<file path="config.mk">
export PLATFORM = sky130hd
export DESIGN_NAME = json_string_escaper_flat
export DESIGN_NICKNAME = d
export VERILOG_FILES = /design/src/design/jse_pkg.sv /design/src/design/jse_if.sv /design/src/design/json_string_escaper.sv /design/src/flat_wrapper.sv
export SDC_FILE = /design/constraint.sdc
export NUM_CORES = 1
export LEC_CHECK = 0
export ABC_CLOCK_PERIOD_IN_PS = 3810
export BUFFER_PORTS_ARGS = -buffer_cell sky130_fd_sc_hd__buf_2
export CORE_MARGIN = 2
export CORE_UTILIZATION = 60
export DETAILED_ROUTE_END_ITERATION = 10
export PLACE_DENSITY = 0.84
export REMOVE_ABC_BUFFERS = 1
export SETUP_SLACK_MARGIN = 0.2
export SLEW_MARGIN = 0
export SYNTH_ARGS = -nofsm -noshare
export SYNTH_HDL_FRONTEND = slang
export SYNTH_SLANG_ARGS = --single-unit
</file>
<file path="constraint.sdc">
create_clock -name clk -period 3.81 [get_ports clk]
set_clock_uncertainty 0.05 [all_clocks]
set_input_delay 0.1905 -clock clk [delete_from_list [all_inputs] [get_ports clk]]
set_output_delay 0.1905 -clock clk [all_outputs]
set_load 0.05 [all_outputs]
</file>
<file path="src/design/jse_pkg.sv">
// Shared widths and character codes for the JSON string escaper.
// No dependencies; compiled first.
package jse_pkg;

	localparam int BYTE_W  = 8;
	localparam int MAX_OUT = 8;                  // quote + six-byte escape + quote
	localparam int IDX_W   = $clog2(MAX_OUT);

	typedef logic [BYTE_W-1:0] byte_t;
	typedef logic [IDX_W-1:0]  idx_t;

	localparam byte_t CHR_QUOTE  = 8'h22;
	localparam byte_t CHR_BSLASH = 8'h5C;
	localparam byte_t CHR_ZERO   = 8'h30;
	localparam byte_t CHR_UPPER_A = 8'h41;
	localparam byte_t CHR_LC_U   = 8'h75;
	localparam byte_t CHR_LC_B   = 8'h62;
	localparam byte_t CHR_LC_T   = 8'h74;
	localparam byte_t CHR_LC_N   = 8'h6E;
	localparam byte_t CHR_LC_F   = 8'h66;
	localparam byte_t CHR_LC_R   = 8'h72;

	localparam byte_t CTL_BS = 8'h08;
	localparam byte_t CTL_HT = 8'h09;
	localparam byte_t CTL_LF = 8'h0A;
	localparam byte_t CTL_FF = 8'h0C;
	localparam byte_t CTL_CR = 8'h0D;

	localparam byte_t PRINT_LO = 8'h20;
	localparam byte_t PRINT_HI = 8'h7E;

endpackage

</file>
<file path="src/design/jse_if.sv">
// Valid/ready channel interfaces for raw input beats and escaped output beats.
// Depends on jse_pkg.
interface jse_in_if;
	logic               valid;
	logic               ready;
	jse_pkg::byte_t     raw_byte;
	logic               string_start;
	logic               string_end;
	logic               string_empty;

	modport source (output valid, raw_byte, string_start, string_end, string_empty,
		input ready);
	modport sink (input valid, raw_byte, string_start, string_end, string_empty,
		output ready);
endinterface

interface jse_out_if;
	logic               valid;
	logic               ready;
	jse_pkg::byte_t     out_byte;
	logic               run_last;

	modport source (output valid, out_byte, run_last, input ready);
	modport sink (input valid, out_byte, run_last, output ready);
endinterface

</file>
<file path="src/design/json_string_escaper.sv">
// JSON string escaper top level: expands each raw byte into its escaped text.
// Depends on jse_pkg and the channel interfaces in jse_if.sv.
//
//  channel | dir | payload                                         | beat
//  --------+-----+-------------------------------------------------+------------------------
//  raw     | in  | raw_byte[7:0] string_start string_end string_empty | one string byte
//  text    | out | out_byte[7:0] run_last                          | one escaped text byte
//
// An accepted beat is expanded in one go into a stage-1 buffer of up to
// eight bytes; stage 1 then hands one byte per cycle to the output register
// while text is not stalled, so plain printable text flows at one beat per
// cycle; escapes hold raw.ready low while their extra bytes drain.
// Reset clears only the two stage valid flags; the data buffers need none.
// A stall on text freezes the output register; stage 1 keeps one further beat
// waiting behind it.
module json_string_escaper (
	input  logic          clk,
	input  logic          arst_n,
	jse_in_if.sink        raw,
	jse_out_if.source     text
);

	// ---------------------------------------------------------------
	// Expansion of the incoming beat (pure combinational)
	// ---------------------------------------------------------------
	function automatic jse_pkg::byte_t hex_char(input logic [3:0] nib);
		if (nib < 4'd10)
			return jse_pkg::CHR_ZERO + {4'h0, nib};
		return jse_pkg::CHR_UPPER_A + {4'h0, nib - 4'd10};
	endfunction

	jse_pkg::byte_t esc [jse_pkg::MAX_OUT];    // escaped body, quote-padded
	logic [2:0]     esc_len;                   // 0 for an empty string, else 1, 2 or 6
	logic           lead_q;                    // opening quote present
	logic           tail_q;                    // closing quote present
	jse_pkg::byte_t seq [jse_pkg::MAX_OUT];
	jse_pkg::idx_t  seq_last;
	logic [3:0]     sum_w;
	logic [3:0]     slot;

	always_comb begin
		jse_pkg::byte_t c;
		c = raw.raw_byte;
		for (int i = 0; i < jse_pkg::MAX_OUT; i++)
			esc[i] = jse_pkg::CHR_QUOTE;
		esc_len = 3'd1;
		if (c == jse_pkg::CHR_QUOTE || c == jse_pkg::CHR_BSLASH) begin
			esc[0]  = jse_pkg::CHR_BSLASH;
			esc[1]  = c;
			esc_len = 3'd2;
		end else if (c >= jse_pkg::PRINT_LO && c <= jse_pkg::PRINT_HI) begin
			esc[0]  = c;
		end else if (c == jse_pkg::CTL_BS || c == jse_pkg::CTL_HT || c == jse_pkg::CTL_LF
				|| c == jse_pkg::CTL_FF || c == jse_pkg::CTL_CR) begin
			esc[0]  = jse_pkg::CHR_BSLASH;
			esc_len = 3'd2;
			case (c)
				jse_pkg::CTL_BS: esc[1] = jse_pkg::CHR_LC_B;
				jse_pkg::CTL_HT: esc[1] = jse_pkg::CHR_LC_T;
				jse_pkg::CTL_LF: esc[1] = jse_pkg::CHR_LC_N;
				jse_pkg::CTL_FF: esc[1] = jse_pkg::CHR_LC_F;
				default:         esc[1] = jse_pkg::CHR_LC_R;
			endcase
		end else begin
			esc[0]  = jse_pkg::CHR_BSLASH;
			esc[1]  = jse_pkg::CHR_LC_U;
			esc[2]  = jse_pkg::CHR_ZERO;
			esc[3]  = jse_pkg::CHR_ZERO;
			esc[4]  = hex_char(c[7:4]);
			esc[5]  = hex_char(c[3:0]);
			esc_len = 3'd6;
		end

		// empty string: both quotes, no body
		lead_q = raw.string_start | raw.string_empty;
		tail_q = raw.string_end | raw.string_empty;
		if (raw.string_empty)
			esc_len = 3'd0;

		// slots beyond the body default to quote, so the closing quote lands
		// right after the body with no extra steering
		for (int i = 0; i < jse_pkg::MAX_OUT; i++) begin
			slot = 4'(i) - {3'b000, lead_q};
			if (lead_q && i == 0)
				seq[i] = jse_pkg::CHR_QUOTE;
			else if (slot < {1'b0, esc_len})
				seq[i] = esc[slot[2:0]];
			else
				seq[i] = jse_pkg::CHR_QUOTE;
		end

		sum_w    = {3'b000, lead_q} + {1'b0, esc_len} + {3'b000, tail_q} - 4'd1;
		seq_last = sum_w[jse_pkg::IDX_W-1:0];
	end

	// ---------------------------------------------------------------
	// Stage 1: expanded beat, drained one byte per cycle while text is not stalled
	// ---------------------------------------------------------------
	jse_pkg::byte_t seq_s1 [jse_pkg::MAX_OUT];
	jse_pkg::idx_t  last_s1;
	jse_pkg::idx_t  idx_s1;
	logic           vld_s1;

	// stage 2: output register
	jse_pkg::byte_t byte_s2;
	logic           last_s2;
	logic           vld_s2;

	logic mv_s1;      // stage 1 hands a byte to stage 2
	logic done_s1;    // that byte is the final one of the beat
	logic acc_in;

	assign mv_s1   = vld_s1 && (!vld_s2 || text.ready);
	assign done_s1 = mv_s1 && (idx_s1 == last_s1);
	assign raw.ready = !vld_s1 || done_s1;
	assign acc_in  = raw.valid && raw.ready;

	always_ff @(posedge clk or negedge arst_n) begin
		if (!arst_n) begin
			vld_s1 <= 1'b0;
		end else if (acc_in) begin
			vld_s1 <= 1'b1;
		end else if (done_s1) begin
			vld_s1 <= 1'b0;
		end
	end

	always_ff @(posedge clk) begin
		if (acc_in) begin
			seq_s1  <= seq;
			last_s1 <= seq_last;
			idx_s1  <= '0;
		end else if (mv_s1) begin
			idx_s1  <= idx_s1 + jse_pkg::IDX_W'(1);
		end
	end

	always_ff @(posedge clk or negedge arst_n) begin
		if (!arst_n) begin
			vld_s2 <= 1'b0;
		end else if (mv_s1) begin
			vld_s2 <= 1'b1;
		end else if (text.ready) begin
			vld_s2 <= 1'b0;
		end
	end

	always_ff @(posedge clk) begin
		if (mv_s1) begin
			byte_s2 <= seq_s1[idx_s1];
			last_s2 <= (idx_s1 == last_s1);
		end
	end

	assign text.valid    = vld_s2;
	assign text.out_byte = byte_s2;
	assign text.run_last = last_s2;

	// ---------------------------------------------------------------
	// Checks
	// ---------------------------------------------------------------
	a_idx_range: assert property (@(posedge clk) disable iff (!arst_n)
		vld_s1 |-> idx_s1 <= last_s1)
		else $error("stage 1 index ran past the last byte");

	a_load_start: assert property (@(posedge clk) disable iff (!arst_n)
		acc_in |=> vld_s1 && idx_s1 == '0)
		else $error("accepted beat not loaded at index zero");

	a_idx_step: assert property (@(posedge clk) disable iff (!arst_n)
		(mv_s1 && !done_s1) |=> vld_s1 && idx_s1 == $past(idx_s1) + jse_pkg::IDX_W'(1))
		else $error("stage 1 index did not advance by one");

	a_idle_ready: assert property (@(posedge clk) disable iff (!arst_n)
		(!vld_s1 && !vld_s2) |-> raw.ready)
		else $error("empty pipeline refused input");

endmodule

</file>
<file path="src/flat_wrapper.sv">
// flat-port wrapper written by rule: the top's interface ports become plain ports
module json_string_escaper_flat 
  (clk, arst_n, raw_valid, raw_raw_byte, raw_string_start, raw_string_end, raw_string_empty, raw_ready, text_valid, text_out_byte, text_run_last, text_ready);
  jse_in_if raw_i ();
  jse_out_if text_i ();
  input  logic clk;
  input  logic arst_n;
  input wire logic [$bits(raw_i.valid)-1:0] raw_valid;
  input wire logic [$bits(raw_i.raw_byte)-1:0] raw_raw_byte;
  input wire logic [$bits(raw_i.string_start)-1:0] raw_string_start;
  input wire logic [$bits(raw_i.string_end)-1:0] raw_string_end;
  input wire logic [$bits(raw_i.string_empty)-1:0] raw_string_empty;
  output wire logic [$bits(raw_i.ready)-1:0] raw_ready;
  output wire logic [$bits(text_i.valid)-1:0] text_valid;
  output wire logic [$bits(text_i.out_byte)-1:0] text_out_byte;
  output wire logic [$bits(text_i.run_last)-1:0] text_run_last;
  input wire logic [$bits(text_i.ready)-1:0] text_ready;
  assign raw_i.valid = raw_valid;
  assign raw_i.raw_byte = raw_raw_byte;
  assign raw_i.string_start = raw_string_start;
  assign raw_i.string_end = raw_string_end;
  assign raw_i.string_empty = raw_string_empty;
  assign raw_ready = raw_i.ready;
  assign text_valid = text_i.valid;
  assign text_out_byte = text_i.out_byte;
  assign text_run_last = text_i.run_last;
  assign text_i.ready = text_ready;
  json_string_escaper u_core (.clk(clk), .arst_n(arst_n), .raw(raw_i), .text(text_i));
endmodule
</file>
==> metrics.txt, run 1 <==
status=finished clean; fraction of the mapped netlist area in compound gates=12.9%; area grow syn2layout=9.51%; TritonCTS clock tree=done; termination of the worst setup path=u_core.seq_s1[41]; XOR/XNOR Fraction of Synth Area=2.82%; total negative setup slack=0 ns; Placeable Area=5960 um2; root cell of the clock tree=sky130_fd_sc_hd__clkbuf_8; vertical die dimension=82.8 um; endpoints failing hold=0; Max FO, Critical Path=11; overall die area=6850 um2; power per standard cell area=583 nW/um2; count leader, synth=sky130_fd_sc_hd__edfxtp_1; register area share after synthesis=51.3%; total gr overflow=0; startpoint of the worst-slack reg-to-reg timing path=u_core.idx_s1[1]; EDFF count, synth=60; worst min-delay path class=in -> reg; Final Slew Violations=0; flip-flop and latch count after synthesis=65; r2r setup slk=1.52 ns; Top Ports=26; placed wire-length estimate=5.51 mm; Tot GR Track Use=25.2%; share of post-route cells with drive strength above 1=22.1%; total via count in the routed design=2,562; clock net sink count=65; detailed router's first-iteration violation count=284; clock-pin slew on the worst setup and hold paths=0.07 ns; Synth top cells by count=sky130_fd_sc_hd__edfxtp_1 (60), sky130_fd_sc_hd__nor2_1 (25), sky130_fd_sc_hd__a21oi_1 (21); number of global-route vias before repair=2,475; maximum clock insertion buffer count=2; DRT Wirelength=7.72 mm; RSZ-0062 raised after global routing=false; f_max=329 MHz; number of different library cells in the post-synthesis netlist=66; critical path startpoint category=input port; post-CTS setup buffer count=0; count of standard-cell rows=28; post-CTS sizing=0; clock insertion delay at the later pin of the skew report=0.34 ns; largest family of logic cells by synthesized area=simple AND/OR/NAND/NOR gates; Post-Synthesis Cells=314; main flop type after synthesis=sky130_fd_sc_hd__edfxtp_1; average via count per standard cell=6.11; count of antenna-violating nets left after detailed routing=0; largest net degree at the start of global routing=55; average cell area after synthesis=11.9 um2; number of clock buffers inserted by TritonCTS=9; DR WL/cell=18.4 um; max_slew headroom=44.9%; Placer Congestion=0.908; portion of synthesized cell area occupied by the leading cell type=48.4%; synthesized area=3720 um2; count of buffers inserted at the top-level ports=25; required time of the critical path=3.84 ns; Post-Route Utilization=68.5%; number of warnings reported in the yosys synthesis log=0; mux share of post-synthesis cell area=6.72%; worst-case vdd ir drop=511 uV; final setup violating endpoints=0; max-cap viol count=0; worst-case reg-to-reg path depth=6; 1st-pass router iterations=5; final net count=373; largest area contributor in the netlist=sky130_fd_sc_hd__edfxtp_1; first-pass GRT wire length=12.3 mm; synthesized-area fraction occupied by and/or/nand/nor cells=14.2%; proportion of synthesized flip-flops having asynchronous set or reset=3.08%; launch point of the worst path=raw_raw_byte[0]; WS Path Type=in -> reg; crit path DAT=3.07 ns; number of H-tree branching levels=3; cell types occupying the most area after synthesis=sky130_fd_sc_hd__edfxtp_1 (48%), sky130_fd_sc_hd__ha_1 (6.0%), sky130_fd_sc_hd__mux4_2 (4.2%); Die X-Extent=82.8 um; Final min period=3.04 ns; slew at the pin closest to its max-slew limit=0.818 ns; Final period util=79.7%; number of DRC violations after detailed routing=0; static leakage=1.54 nW; starting density of the core=62.5%; antenna diode instance count=0; antenna violations before repair=0; Setup crit end kind=register; Post-Synth Adder-Cell Area=6.58%; critical register-to-register path endpoint=u_core.seq_s1[22]
worst min-delay path by stage:
stage,from,endpoint,slack [ns],cells past startpoint
after floorplan,arst_n,u_core.text.valid,-0.16,0
after global placement,arst_n,u_core.text.valid,-0.07,1
after detailed placement,arst_n,u_core.text.valid,-0.07,1
after CTS,raw_valid,u_core.vld_s1,0.006,2
after global routing,raw_valid,u_core.vld_s1,0.001,2
final,raw_valid,u_core.vld_s1,0.02,2
cell usage in the layout (no fill, tap or decap), types with 3 or more instances in the layout:
cell type                  count
sky130_fd_sc_hd__edfxtp_1     60
sky130_fd_sc_hd__nor2_1       25
sky130_fd_sc_hd__buf_2        25
sky130_fd_sc_hd__a21oi_1      21
sky130_fd_sc_hd__inv_1        20
sky130_fd_sc_hd__ha_1         18
sky130_fd_sc_hd__nand2_1      15
sky130_fd_sc_hd__o21ai_0      12
sky130_fd_sc_hd__nor3_1       12
sky130_fd_sc_hd__clkbuf_8     10
sky130_fd_sc_hd__xor2_1        8
sky130_fd_sc_hd__mux4_2        7
sky130_fd_sc_hd__mux2i_1       7
sky130_fd_sc_hd__buf_4         6
sky130_fd_sc_hd__nand2b_1      5
sky130_fd_sc_hd__nor2b_1       5
sky130_fd_sc_hd__or3_1         4
sky130_fd_sc_hd__nand3_1       4
sky130_fd_sc_hd__o22ai_1       4
sky130_fd_sc_hd__a211oi_1      4
sky130_fd_sc_hd__xnor2_1       4
sky130_fd_sc_hd__conb_1        4
sky130_fd_sc_hd__or2_2         3
sky130_fd_sc_hd__a31oi_1       3
sky130_fd_sc_hd__nand4_1       3
sky130_fd_sc_hd__dfxtp_1       3
registers in the layout, summed over array words and instances, names as in the netlist:
| register | count |
|---|---|
| u_core.seq_s1 | 48 |
| u_core.text.out_byte | 8 |
| u_core.text.run_last | 1 |
| u_core.last_s1 | 3 |
| u_core.text.valid | 1 |
| u_core.vld_s1 | 1 |
| u_core.idx_s1 | 3 |
critical path: stages:
cell                       delay, ns
sky130_fd_sc_hd__buf_2          0.17
sky130_fd_sc_hd__inv_1          0.10
sky130_fd_sc_hd__ha_1           0.24
sky130_fd_sc_hd__nor2b_2        0.19
sky130_fd_sc_hd__and4b_1        0.30
sky130_fd_sc_hd__nor2_4         0.27
sky130_fd_sc_hd__nand3_1        0.21
sky130_fd_sc_hd__nand2b_1       0.19
sky130_fd_sc_hd__ha_1           0.27
sky130_fd_sc_hd__or3_1          0.55
sky130_fd_sc_hd__o311a_1        0.38
cell type report:
cell class / instances / area (um2)
flip-flops and latches: 65 / 1910
fillers: 444 / 1880
multi-input cells: 211 / 1630
repair buffers: 32 / 180
clock buffers: 12 / 166
well taps: 75 / 93.8
inverters: 20 / 75.1
clock inverters: 4 / 25.0
power breakdown:
part           internal (W)  total [W]  switching, W  leakage [nW]
Sequential         0.000961   0.000992     0.0000315         0.592
Combinational      0.000280   0.000835      0.000555         0.854
Clock              0.000291   0.000550      0.000259        0.0935
Total               0.00153    0.00238      0.000845          1.54
timing repair:
action	4_1_cts	5_1_grt
setup endpoints to repair	0	0
hold buffers	1	0
hold endpoints to repair	2	0
layer usage:
| layer | global-route usage (%) | routed length [um] | vias to the layer above |
|---|---|---|---|
| met5 | 0 | 0 | - |
| met4 | 8.52 | 144 | 0 |
| met3 | 4.98 | 438 | 14 |
| met2 | 41.6 | 3840 | 114 |
| met1 | 33.4 | 3300 | 1229 |
| li1 | - | - | 1205 |
logic make-up after synthesis:
group | after synthesis
and+or+nand+nor | 94
AOI/OAI and AO/OA | 66
DFF | 65
buffers and inverters | 41
adders and majority gates | 19
muxes | 16
xor gates and xnor gates | 12
other | 1
metrics by stage:
step	std cells	power [W]	setup slack, ns	instance area [um2]	hold slack (ns)
after CTS	419	0.00239	0.825	4080	0.00633
after global routing	419	0.00250	0.583	4080	0.00145
after global placement	402	0.00182	0.598	3880	-0.0748
after floorplan	296	0.00163	0.615	3610	-0.155
final	419	0.00238	0.772	4080	0.0171
after detailed placement	402	0.00184	0.499	3880	-0.0735
Note: power is estimated with default switching activity, not from simulation.
==> run 2: changes to the inputs <==
--- a/config.mk
+++ b/config.mk
@@ -5,12 +5,12 @@
 export SDC_FILE = /design/constraint.sdc
 export NUM_CORES = 1
 export LEC_CHECK = 0
-export ABC_CLOCK_PERIOD_IN_PS = 3810
+export ABC_CLOCK_PERIOD_IN_PS = 2700
 export BUFFER_PORTS_ARGS = -buffer_cell sky130_fd_sc_hd__buf_2
 export CORE_MARGIN = 2
-export CORE_UTILIZATION = 60
+export CORE_UTILIZATION = 55
 export DETAILED_ROUTE_END_ITERATION = 10
-export PLACE_DENSITY = 0.84
+export PLACE_DENSITY = 0.82
 export REMOVE_ABC_BUFFERS = 1
 export SETUP_SLACK_MARGIN = 0.2
 export SLEW_MARGIN = 0
==> constraint.sdc (replaced) <==
create_clock -name clk -period 2.7 [get_ports clk]
set_clock_uncertainty 0.05 [all_clocks]
set_input_delay 0.135 -clock clk [delete_from_list [all_inputs] [get_ports clk]]
set_output_delay 0.135 -clock clk [all_outputs]
set_load 0.05 [all_outputs]
==> run 2 against run 1 <==
Final area rose by 7.2%. Count of clock-buffer cells in the layout is 3 lower. Hold slack gained 0.047 ns. Largest cell class unchanged. Sequential cell count is the same. Global-route usage fell by 1.7 points.
==> metrics.txt, run 2 (same netlist as run 1, synthesis figures left out) <==
count of buffers inserted at the top-level ports=25 (unchanged); number of global-route vias before repair=2,699 (was 2,475); top layer in use=met4 (unchanged); starting density of the core=57.7% (was 62.5%); endpoints failing hold=0 (unchanged); required time of the critical path=2.74 ns (was 3.84 ns); DRT met1 WL=3.22 mm (was 3.30 mm); static leakage=1.71 nW (was 1.54 nW); worst hold slack=0.0644 ns (was 0.0171 ns); antenna diode instance count=0 (unchanged); number of H-tree branching levels=3 (unchanged); RSZ-0062 raised after global routing=false (unchanged); crit path DAT=2.43 ns (was 3.07 ns); Routed met3 length=649 um (was 438 um); most frequent standard cell in the layout excluding fill and tap cells=sky130_fd_sc_hd__edfxtp_1 (unchanged); Die X-Extent=86.3 um (was 82.8 um); number of clock buffers inserted by TritonCTS=9 (unchanged); critical register-to-register path endpoint=u_core.seq_s1[50] (was u_core.seq_s1[22]); DRT Wirelength=8.05 mm (was 7.72 mm); clock insertion delay at the later pin of the skew report=0.34 ns (about the same); 1st-pass router iterations=6 (was 5); worst-case vdd ir drop=355 uV (was 511 uV); worst-case reg-to-reg path depth=5 (was 6); max_slew headroom=56.4% (was 44.9%); first-pass GRT wire length=13.2 mm (was 12.3 mm); r2r setup slk=0.83 ns (was 1.52 ns); antenna violations before repair=0 (unchanged); DR WL/cell=17.6 um (was 18.4 um); vertical die dimension=86.3 um (was 82.8 um); slew at the pin closest to its max-slew limit=0.648 ns (was 0.818 ns); WS Path Type=in -> reg (unchanged); critical path startpoint category=input port (unchanged); share of post-route cells with drive strength above 1=29.7% (was 22.1%); number of DRC violations after detailed routing=0 (unchanged); area grow syn2layout=17.4% (was 9.51%); root cell of the clock tree=sky130_fd_sc_hd__clkbuf_8 (unchanged); Setup crit end kind=register (unchanged); worst min-delay path class=in -> async (was in -> reg); Placer Congestion=0.970 (was 0.908); Max FO, Critical Path=3 (was 11); average via count per standard cell=5.98 (was 6.11); placed wire-length estimate=5.97 mm (was 5.51 mm); clock-pin slew on the worst setup and hold paths=0.07 ns (about the same); Final min period=2.40 ns; total via count in the routed design=2,735 (was 2,562); final net count=409 (was 373); maximum clock insertion buffer count=2 (unchanged); count of standard-cell rows=29 (was 28); Top Ports=26 (unchanged); flip-flop count of the largest register after layout=48 (unchanged); largest reg by FF count=u_core.seq_s1 (unchanged); count of antenna-violating nets left after detailed routing=0 (unchanged); met2 routed wirelength=3.94 mm (was 3.84 mm); detailed router's first-iteration violation count=202 (was 284); largest net degree at the start of global routing=55 (unchanged); total gr overflow=0 (unchanged); most used cells in the layout excluding fill and tap cells=sky130_fd_sc_hd__edfxtp_1 (60), sky130_fd_sc_hd__buf_4 (40), sky130_fd_sc_hd__nor2_1 (25), sky130_fd_sc_hd__buf_2 (25), sky130_fd_sc_hd__a21oi_1 (21) (was sky130_fd_sc_hd__edfxtp_1 (60), sky130_fd_sc_hd__nor2_1 (25), sky130_fd_sc_hd__buf_2 (25)); Final period util=88.8%; clock net sink count=65 (unchanged); overall die area=7450 um2 (was 6850 um2); TritonCTS clock tree=done (unchanged); final setup violating endpoints=0 (unchanged); f_max=417 MHz; power per standard cell area=778 nW/um2 (was 583 nW/um2); startpoint of the worst-slack reg-to-reg timing path=u_core.last_s1[0] (was u_core.idx_s1[1]); total negative setup slack=0 ns (unchanged); Tot GR Track Use=23.5% (was 25.2%); status=finished clean (unchanged); max-cap viol count=0 (unchanged); Placeable Area=6460 um2 (was 5960 um2); Final Slew Violations=0 (unchanged)
run 2: cell count changes in the layout (fill, tap and decap cells not counted), moves of 2 or more:
cell,before,now
sky130_fd_sc_hd__clkinv_1,0,3
sky130_fd_sc_hd__ha_1,18,16
sky130_fd_sc_hd__buf_4,6,40
sky130_fd_sc_hd__ha_2,0,2
run 2: cell type report:
type	count	area, um2
Inverter	20	75.1
Fill cell	483	2090
Tap cell	77	96.3
Multi-Input combinational cell	211	1640
Clock inverter	7	61.3
Clock buffer	9	124
Timing Repair Buffer	68	465
Sequential cell	65	1910
run 2: repair_timing:
item | 4_1_cts | 5_1_grt
hold buffers | 2 | 0
endpoints found under the hold margin | 3 | 0
gates resized for setup | 0 | 4
setup endpoints to repair | 0 | 10
buffers inserted | 0 | 1
run 2: critical path: stages:
cell	delay [ns]
sky130_fd_sc_hd__buf_2	0.09
sky130_fd_sc_hd__inv_1	0.06
sky130_fd_sc_hd__ha_2	0.19
sky130_fd_sc_hd__nor2b_2	0.15
sky130_fd_sc_hd__and4b_1	0.21
sky130_fd_sc_hd__or2_1	0.24
sky130_fd_sc_hd__or3_1	0.35
sky130_fd_sc_hd__ha_1	0.28
sky130_fd_sc_hd__inv_1	0.04
sky130_fd_sc_hd__ha_1	0.18
sky130_fd_sc_hd__fa_2	0.34
sky130_fd_sc_hd__xor2_1	0.17
run 2: stage by stage:
step | cells | util [%] | power (W) | area, um2 | worst slack [ns]
finish | 457 | 67.7 | 0.00340 | 4370 | 0.303
global route | 457 | 67.7 | 0.00358 | 4370 | 0.200
CTS | 456 | 67.4 | 0.00342 | 4350 | 0.242
detailed placement | 438 | 64.2 | 0.00265 | 4150 | -0.125
global placement | 438 | 64.2 | 0.00261 | 4150 | -0.0272
floorplan | 296 | - | 0.00229 | 3610 | -0.495
run 2: routing by layer:
layer / track usage, % / vias to the layer above
li1: - / 1277
met1: 30.4 / 1287
met2: 38.3 / 150
met3: 5.14 / 21
met4: 10.1 / 0
met5: 0 / -
run 2: where the power goes:
group          internal (W)  switching, W
Sequential          0.00135     0.0000609
Clock              0.000415      0.000361
Combinational      0.000435      0.000776
run 2: worst max path at each step:
stage	startpoint	endpoint	slack [ns]
2_1_floorplan	u_core.idx_s1[1]	u_core.last_s1[0]	-0.49
3_3_place_gp	raw_raw_byte[0]	u_core.last_s1[2]	-0.03
3_5_place_dp	raw_raw_byte[0]	u_core.last_s1[2]	-0.13
4_1_cts	raw_raw_byte[0]	u_core.last_s1[2]	0.24
5_1_grt	raw_raw_byte[0]	u_core.last_s1[2]	0.20
6_report	raw_raw_byte[0]	u_core.last_s1[2]	0.30
==> run 3: changes to the inputs <==
--- a/config.mk
+++ b/config.mk
@@ -6,11 +6,11 @@
 export NUM_CORES = 1
 export LEC_CHECK = 0
 export ABC_CLOCK_PERIOD_IN_PS = 2700
-export BUFFER_PORTS_ARGS = -buffer_cell sky130_fd_sc_hd__buf_2
 export CORE_MARGIN = 2
-export CORE_UTILIZATION = 55
+export CORE_UTILIZATION = 57
 export DETAILED_ROUTE_END_ITERATION = 10
-export PLACE_DENSITY = 0.82
+export DONT_BUFFER_PORTS = 1
+export PLACE_DENSITY = 0.8
 export REMOVE_ABC_BUFFERS = 1
 export SETUP_SLACK_MARGIN = 0.2
 export SLEW_MARGIN = 0
==> run 3 against run 2 <==
Die area down 3.4%. Non-clock buffer count down 33. Critical path depth down 1. Clock power down 19%. Total power down 6.8%. Sequential cell count unchanged. Final cell count down 7.9%. Largest cell class unchanged. Largest power group unchanged.
==> metrics.txt, run 3 (same netlist as run 1, synthesis figures left out) <==
count of antenna-violating nets left after detailed routing=0 (unchanged); start point of the worst min-delay path=raw_raw_byte[0]; worst-case reg-to-reg path depth=5 (unchanged); WS Path Type=in -> reg (unchanged); Final Slew Violations=0 (unchanged); number of DRC violations after detailed routing=0 (unchanged); clock insertion delay at the later pin of the skew report=0.34 ns (about the same); antenna diode instance count=0 (unchanged); maximum clock insertion buffer count=2 (unchanged); number of H-tree branching levels=3 (unchanged); crit path DAT=2.35 ns (was 2.43 ns); antenna violations before repair=0 (unchanged); f_max=432 MHz (was 417 MHz); total gr overflow=0 (unchanged); average via count per standard cell=6.20 (was 5.98); r2r setup slk=0.59 ns (was 0.83 ns); number of clock buffers inserted by TritonCTS=9 (unchanged); number of global-route vias before repair=2,552 (was 2,699); Top Ports=26 (unchanged); static leakage=1.55 nW (was 1.71 nW); overall die area=7200 um2 (was 7450 um2); power per standard cell area=764 nW/um2 (was 778 nW/um2); first-pass GRT wire length=13.3 mm (was 13.2 mm); Tot GR Track Use=24.2% (was 23.5%); critical register-to-register path endpoint=u_core.seq_s1[22] (was u_core.seq_s1[50]); worst slack at placement=0.0188 ns (was -0.125 ns); 1st-pass router iterations=4 (was 6); FILL cells=473 (was 483); post-CTS sizing=0 (unchanged); count of standard-cell rows=29 (unchanged); Placer Congestion=0.932 (was 0.970); most used cells in the layout excluding fill and tap cells=sky130_fd_sc_hd__edfxtp_1 (60), sky130_fd_sc_hd__nor2_1 (25), sky130_fd_sc_hd__buf_4 (22) (was sky130_fd_sc_hd__edfxtp_1 (60), sky130_fd_sc_hd__buf_4 (40), sky130_fd_sc_hd__nor2_1 (25), sky130_fd_sc_hd__buf_2 (25), sky130_fd_sc_hd__a21oi_1 (21)); vertical die dimension=84.8 um (was 86.3 um); final net count=376 (was 409); DR WL/cell=19.2 um (was 17.6 um); number of standard cells in the layout, taps in and fillers out=421 (was 457); largest reg by FF count=u_core.seq_s1 (unchanged); area grow syn2layout=11.5% (was 17.4%); final setup violating endpoints=0 (unchanged); Setup crit end kind=register (unchanged); total area of sequential cells=1910 um2 (unchanged); placed wire-length estimate=5.52 mm (was 5.97 mm); clock-pin slew on the worst setup and hold paths=0.06 ns (was 0.07 ns); placed insts=396 (was 438); clock net sink count=65 (unchanged); detailed router's first-iteration violation count=199 (was 202); Placeable Area=6350 um2 (was 6460 um2); critical path startpoint category=input port (unchanged); count of buffers inserted at the top-level ports=0 (was 25); Max FO, Critical Path=7 (was 3); Post-Route Utilization=65.4% (was 67.7%); max_slew headroom=49.9% (was 56.4%); startpoint of the worst-slack reg-to-reg timing path=u_core.last_s1[0] (unchanged); largest net degree at the start of global routing=55 (unchanged); starting density of the core=58.7% (was 57.7%); combined area of the multi-input logic cells=1630 um2 (was 1640 um2); root cell of the clock tree=sky130_fd_sc_hd__clkbuf_8 (unchanged); RSZ-0062 raised after global routing=false (unchanged); Final period util=85.8% (was 88.8%); worst min-delay path class=in -> reg (was in -> async); TritonCTS clock tree=done (unchanged); status=finished clean (unchanged); total via count in the routed design=2,611 (was 2,735); required time of the critical path=2.73 ns (was 2.74 ns); Die X-Extent=84.8 um (was 86.3 um); endpoints failing hold=0 (unchanged); flip-flop count of the largest register after layout=48 (unchanged); worst-case vdd ir drop=625 uV (was 355 uV); most frequent standard cell in the layout excluding fill and tap cells=sky130_fd_sc_hd__edfxtp_1 (unchanged); max-cap viol count=0 (unchanged); Final min period=2.32 ns (was 2.40 ns); worst min-delay path endpoint=u_core.seq_s1[40]; share of post-route cells with drive strength above 1=18.0% (was 29.7%); slack of the critical path=0.385 ns (was 0.303 ns); slew at the pin closest to its max-slew limit=0.744 ns (was 0.648 ns); DRT Wirelength=8.08 mm (was 8.05 mm); post-CTS setup buffer count=0 (unchanged); instance count along the most critical hold path=2
## run 3: cell types whose count changed in the layout (fill, tap and decap cells not counted), moves of 2 or more
cell / delta
sky130_fd_sc_hd__buf_2: -25
sky130_fd_sc_hd__ha_1: +2
sky130_fd_sc_hd__buf_4: -18
sky130_fd_sc_hd__clkinvlp_4: -2
sky130_fd_sc_hd__ha_2: -2
sky130_fd_sc_hd__dlygate4sd3_1: +10
## run 3: worst max-delay path, cell delays in order
cell	delay, ns
sky130_fd_sc_hd__inv_1	0.04
sky130_fd_sc_hd__ha_1	0.20
sky130_fd_sc_hd__nor2b_2	0.15
sky130_fd_sc_hd__and4b_1	0.20
sky130_fd_sc_hd__or2_1	0.22
sky130_fd_sc_hd__or3_1	0.35
sky130_fd_sc_hd__ha_1	0.28
sky130_fd_sc_hd__inv_1	0.04
sky130_fd_sc_hd__ha_1	0.18
sky130_fd_sc_hd__fa_1	0.37
sky130_fd_sc_hd__xor2_1	0.17
## run 3: timing repair
item,CTS,global route
endpoints found under the setup margin,0,0
hold buffers,12,0
hold endpoints to repair,17,0
## run 3: power by group
| part | switching (W) | internal [W] | total, W |
|---|---|---|---|
| Sequential | 0.000294 | 0.00136 | 0.00166 |
| Clock | 0.000323 | 0.000308 | 0.000631 |
| Combinational | 0.000509 | 0.000375 | 0.000884 |
| Total | 0.00113 | 0.00205 | 0.00317 |
## run 3: layer usage
layer | up-vias | part of all wire, % | global-route usage [%] | wire, um
met5 | - | 0 | 0 | 0
met4 | 0 | 2.9 | 8.95 | 231
met3 | 23 | 8.4 | 6.91 | 681
met2 | 126 | 48 | 38.6 | 3900
met1 | 1251 | 40 | 31.9 | 3270
li1 | 1211 | - | - | -
## run 3: worst max path at each step
stage	from	end	slack, ns	cells after the start
floorplan	u_core.idx_s1[1]	u_core.last_s1[0]	-0.49	4
global placement	raw_raw_byte[0]	u_core.last_s1[2]	0.08	11
detailed placement	raw_raw_byte[0]	u_core.last_s1[2]	0.02	11
CTS	raw_raw_byte[0]	u_core.last_s1[2]	0.39	11
global route	raw_raw_byte[1]	u_core.seq_s1[12]	0.25	11
finish	raw_raw_byte[0]	u_core.last_s1[2]	0.38	11
## run 3: cell type report
type | count | area share (%)
clock inverters | 3 | 0.271
flip-flops and latches | 65 | 46.0
well taps | 77 | 2.32
clock buffers | 10 | 3.07
repair buffers | 35 | 7.35
multi-input cells | 211 | 39.2
inverters | 20 | 1.81
## run 3: metrics by stage
step,power [W],setup TNS [ns],area [um2],hold slack (ns)
after floorplan,0.00229,-26.53,3610,-0.211
after global placement,0.00251,0,3890,-0.211
after detailed placement,0.00254,0,3890,-0.211
after CTS,0.00319,0,4150,0.00893
after global routing,0.00332,0,4150,0.0109
final,0.00317,0,4150,0.0309
